## src/design/hbp_pkg.sv

```systemverilog
`timescale 1ns / 1ps
`default_nettype none

package hbp_pkg;

  localparam int SYMBOL_COUNT_DEF = 256;
  localparam int MAX_CODE_LEN_DEF = 32;

  localparam int SYMBOL_W    = 8;
  localparam int CODE_BITS_W = 32;
  localparam int CODE_LEN_W  = 6;
  localparam int FUNC_W      = 2;
  localparam int BYTE_W      = 8;
  localparam int BYTE_SH     = 3;
  localparam int PEND_W      = 7;
  localparam int COUNT_W     = 4;
  localparam int IN_TDATA_W  = 48;
  localparam int OUT_TDATA_W = 16;

  localparam logic [COUNT_W-1:0] FULL_COUNT = COUNT_W'(BYTE_W);

  typedef enum logic [FUNC_W-1:0] {
    FN_LOAD   = 2'd0,
    FN_ENCODE = 2'd1,
    FN_FLUSH  = 2'd2
  } func_t;

  typedef enum logic [1:0] {
    ST_IDLE,
    ST_MERGE,
    ST_EMIT,
    ST_FLUSH
  } state_t;

  typedef struct packed {
    logic merge;
    logic shift;
    logic clear;
  } acc_ctrl_t;

  typedef struct packed {
    logic                byte_ready;
    logic                last_byte;
    logic [BYTE_SH-1:0]  pend_count;
  } acc_stat_t;

endpackage

`default_nettype wire

```

## src/design/hbp_bit_acc.sv

```systemverilog
`timescale 1ns / 1ps
`default_nettype none

module hbp_bit_acc
  import hbp_pkg::*;
#(
  parameter int CODE_W = CODE_BITS_W,
  parameter int CL_W   = CODE_LEN_W
) (
  input  wire logic              clk,
  input  wire logic              rst_n,
  input  wire acc_ctrl_t         ctrl,
  input  wire logic [CODE_W-1:0] code,
  input  wire logic [CL_W-1:0]   clen,
  output acc_stat_t              stat,
  output logic      [BYTE_W-1:0] acc_byte
);

  localparam int ACC_W = PEND_W + CODE_W;
  localparam int TOT_W = $clog2(ACC_W + 1);

  logic [ACC_W-1:0] acc_r, acc_nxt;
  logic [TOT_W-1:0] total_r, total_nxt;
  logic [TOT_W-1:0] remain;

  // bits above total are always zero, so the low byte is already padded
  always_comb begin
    acc_nxt   = acc_r;
    total_nxt = total_r;
    if (ctrl.clear) begin
      acc_nxt   = '0;
      total_nxt = '0;
    end else if (ctrl.merge) begin
      acc_nxt   = ACC_W'(acc_r[PEND_W-1:0]) | (ACC_W'(code) << total_r[BYTE_SH-1:0]);
      total_nxt = total_r + TOT_W'(clen);
    end else if (ctrl.shift) begin
      acc_nxt   = acc_r >> BYTE_W;
      total_nxt = remain;
    end
  end

  always_ff @(posedge clk) begin
    if (!rst_n) begin
      acc_r   <= '0;
      total_r <= '0;
    end else begin
      acc_r   <= acc_nxt;
      total_r <= total_nxt;
    end
  end

  assign remain          = total_r - TOT_W'(BYTE_W);
  assign stat.byte_ready = |total_r[TOT_W-1:BYTE_SH];
  assign stat.last_byte  = ~|remain[TOT_W-1:BYTE_SH];
  assign stat.pend_count = total_r[BYTE_SH-1:0];
  assign acc_byte        = acc_r[BYTE_W-1:0];

endmodule

`default_nettype wire
```

## config.mk

```make
export PLATFORM = sky130hd
export DESIGN_NAME = hbp_bit_acc
export DESIGN_NICKNAME = d
export VERILOG_FILES = /design/src/design/hbp_pkg.sv /design/src/design/hbp_bit_acc.sv
export SDC_FILE = /design/constraint.sdc
export NUM_CORES = 1
export LEC_CHECK = 0
export ABC_AREA = 1
export BUFFER_PORTS_ARGS = -buffer_cell sky130_fd_sc_hd__buf_4
export CAP_MARGIN = 20
export CORE_MARGIN = 3
export CORE_UTILIZATION = 25
export CTS_CLUSTER_SIZE = 14
export DETAILED_ROUTE_END_ITERATION = 8
export GPL_TIMING_DRIVEN = 0
export SLEW_MARGIN = 20
export SYNTH_ARGS = -nofsm -noshare
export SYNTH_HDL_FRONTEND = slang
export SYNTH_SLANG_ARGS = --single-unit
```

## constraint.sdc

```tcl
create_clock -name clk -period 1.7 [get_ports clk]
set_clock_uncertainty 0.15 [all_clocks]
set_input_delay 0.255 -clock clk [delete_from_list [all_inputs] [get_ports clk]]
set_output_delay 0.255 -clock clk [all_outputs]
set_load 0.01 [all_outputs]
```

# Word level (Yosys, flattened, before mapping)
# Cells that the tools add are included.
word_totals:
  reg_bits: 45
  input_bits: 43
  out_inout_bits: 13
op_classes:
  add_sub_neg: 2
  n_shift: 1
  muxes: 4
  n_bitwise: 2
  reduce_logical: 5
ops:
  columns: ["op", "n"]
  rows:
  - ["39-bit two-way mux", 2]
  - ["7-bit by 39-bit OR with 39-bit output", 1]
  - ["32-bit by 3-bit << shifter with 39-bit output", 1]
  - ["6-bit two-way mux", 2]
  - ["6-bit adder", 1]
  - ["3-bit OR reduction", 2]
  - ["6-bit by 4-bit subtractor with 6-bit output (second input constant)", 1]
  - ["2-bit nonzero test", 1]
  - ["2-bit OR reduction", 1]
  - ["1-bit logical NOT", 1]
  - ["1-bit inverter", 1]

# Depth between registers and ports, before layout
depth:
  depth_word: 3
  ltp_mapped: 9

# Least setup slack after synthesis
# No wires, ideal clock.
synth_timing:
  path_kind: "register to register"
  start: "register total_r[0]"
  end: "register total_r[4]"
  setup_ps: 132
  t_arrival_ps: 1311
  required_ps: 1418
  path_slack_ps: 106
  stages_incl_launch_ff: 7
  period_less_slack_ps: 1594
  cell_sequence: "dfxtp_1 ha_1 fa_1 nand3_1 a21oi_1 o21ai_1 a21oi_1"
synth_between:
  elab_chain_cells: 3
  elab_cells_between_ends: 4
  classes_between: "add/sub: 2; mux: 2"
synth_lines:
  columns: ["element", "line", "text"]
  rows:
  - ["start: declaration", "hbp_bit_acc.sv:23", "logic [TOT_W-1:0] total_r, total_nxt;"]
  - ["start signal: assignment", "hbp_bit_acc.sv:48", "total_r <= total_nxt;"]
  - ["6-bit by 4-bit subtractor with 6-bit output", "hbp_bit_acc.sv:52", "assign remain = total_r - TOT_W'(BYTE_W);"]
  - ["6-bit two-way mux", "hbp_bit_acc.sv:36", "end else if (ctrl.shift) begin"]
  - ["6-bit two-way mux *", "hbp_bit_acc.sv:33", "end else if (ctrl.merge) begin"]
# Mark *: on every way between the ends. The rest lies on a longest branch, timed or not. The select of a mux whose other input is x is not followed.
# A chain may end at the register's enable or synchronous reset.

==> flow_metrics.tcl <==
set metrics [dict create \
    rsz0062_at_grt "true" \
    start_util_pct 26.0 \
    io_buffer_count 55 \
    antenna_found_initial 0 \
    synth_ff_type "dfxtp_1" \
    synthArstFlopShare_pct 0 \
    power_density_nw_per_um2 686 \
    ir_drop_mv 0.366 \
    gp_congestion 0.914 \
    met3WireLength_mm 1.02 \
    netlist_instances 542 \
    drtAntennaViolNets 0 \
    grt_pass1_wl_mm 18.5 \
    synth_seq_area_share_pct 26.9 \
    post_drt_wl_per_cell_um 14.8 \
    slew_headroom_pct 61.3 \
    die-area_um2 14800 \
    grt_pass1_vias 3588 \
    met2_length_mm 5.11 \
    final_cells 784 \
    design_area_um2 4360 \
    fmax_mhz 599 \
    netlist_area_um2 3350 \
    report.power.total_uw 2990 \
    place_area_um2 3980 \
    cp_max_fo 3 \
    fp.dieW_um 122 \
    hold_viol_final 0 \
    grt_start_max_net_pins 17 \
    multi_input_area_um2 2140 \
    dpl.cell_count 769 \
    avgSynthCellArea_um2 6.19 \
    holdBufCountCts 0 \
    nets 663 \
    io_pins 56 \
    clockBufferDepth 2 \
    n_antenna_cell 0 \
    synth_edf_count 0 \
    min_path_type "in2reg" \
    post-route-util_pct 33.9 \
    drc 0 \
    clkLatencyLatePin_ps 300 \
    finalWirelength_mm 11.6 \
    dpl.hpwl_mm 8.80 \
    ys_ff_latch 45 \
    path_class "reg2out" \
    syn2layout_area_growth_pct 30.1 \
    wl_met1_mm 5.27 \
    core-area_um2 12900 \
    cts_tree "done" \
    period_needed_ps 1670 \
    rows 41 \
    fillCellCount 1405 \
    cp.required_ps 1290 \
    maxCapViolCount 0 \
    ff_latch_area_um2 910 \
    hold_ws_ps 104 \
    worstPathArrival_ps 1270 \
    yosysWarnings 0 \
    status "finished clean" \
    tightest_slew_ps 581 \
    syn_nets 594 \
    top_layer "met4" \
    clkTransAtPathRegs_ps 70 \
    overflow 0 \
    setup.worst_path.end_class "primary output" \
    h-tree-depth 2 \
    worstSetupStartpointType "flip-flop" \
    fp.dieH_um 122 \
    viasPerCell 4.90 \
    global_route.usage.total_pct 15.8 \
    drtIter0Drc 373 \
    cts_buffers 5 \
    first_pass_iters 7 \
    setup-violations-final 0 \
    ys_types 32 \
    p_leak_uw 0.00209 \
    cts_sinks 45 \
    period_share_pct 98.3 \
    cts_root_buf "clkbuf_16" \
    drive_gt1_share_pct 24.0 \
    vias 3844 \
    slew_violations 0 \
]
[synth_stat cells, types with 2 or more instances]
master,n,area [um^2]
o21ai_1,26,130
inv_2,8,30.0
mux2i_1,8,80.1
nand4_1,4,25.0
inv_1,43,161
or2_1,18,113
dfxtp_1,45,901
nand2_1,127,477
nor2_1,52,195
buf_4,12,90.1
a22oi_1,2,15.0
a21oi_2,3,26.3
buf_1,2,7.51
o21ai_0,30,150
buf_2,12,60.1
nand3_1,81,405
o211ai_1,7,52.6
ha_1,8,100
a21oi_1,20,100
a31oi_1,4,25.0
buf_6,3,33.8
nand2_2,5,31.3
xnor2_1,2,17.5
clkbuf_1,12,45.0
[metal layers]
layer  track usage [%]  vias up
met5                 0        -
met4              4.48        0
met3              2.83       30
met2              25.1      206
met1              21.9     1704
li1                  -     1904
[cells in the final DEF, fill, tap and decap left out, types with 6 or more instances in the layout]
cell type and count:
nand2_1 126, nand3_1 80, buf_4 73, nor2_1 52
inv_1 41, dfxtp_1 40, o21ai_0 29, o21ai_1 25
a21oi_1 20, or2_1 18, inv_2 9, buf_2 9
clkbuf_1 8, o211ai_1 7, clkbuf_4 6, nand2_2 6
[area by class of cell]
type / count / share of cell area (%)
Buffer: 42 / 6.48
Clock buffer: 5 / 2.87
Clock inverter: 3 / 0.573
Inverter: 52 / 4.53
Multi-Input combinational cell: 403 / 49.0
Sequential cell: 45 / 20.8
Tap cell: 172 / 4.93
Timing Repair Buffer: 62 / 10.8
[path summary, 6_finish.rpt]
check	slack [ps]	from	cells past startpoint	to
setup reg to reg	70	total_r[0]	7	total_r[4]
hold / removal	100	ctrl[0]	4	total_r[2]
setup / recovery	30	total_r[4]	5	stat[3]
hold reg to reg	300	acc_r[4]	2	acc_r[4]
[sequential cells by signal, summed over array words and instances, names as in the netlist]
register	cells
acc_r	39
total_r	6
[power breakdown]
part	leakage [uW]	total, uW	internal (uW)	switching [uW]
clock network	0.0000704	1010	553	461
logic	0.00165	848	359	489
registers	0.000370	1130	1100	30.6
total	0.00209	2990	2010	980
[worst max-delay path, cell delays in order (launching register included)]
cell,delay (ps)
dfxtp_2,350
inv_2,60
ha_4,160
xnor2_2,140
and2_4,160
buf_6,90
[logic make-up after synthesis]
kind of cell	count (synthesis)	share of synthesized area, %
compound gates	94	15.5
xor+xnor	2	0.522
fa+ha+maj	9	3.58
buf+inv	94	13.3
flops	45	26.9
mux	8	2.39
simple gates	290	37.8
[stage by stage]
stage               setup TNS (ps)  setup slack [ps]
global route                 -42.1             -19.2
floorplan                        0               106
finish                           0              29.3
CTS                          -3.44             -3.44
global placement             -3020              -172
detailed placement           -2720              -157
[timing repair]
item / CTS / global route
endpoints found under the setup margin: 36 / 32
pin swaps: 2 / 6
gates cloned: 0 / 0
resized for setup: 16 / 34
setup buffers: 3 / 4
No activity file was read; power rests on OpenSTA's default activity.
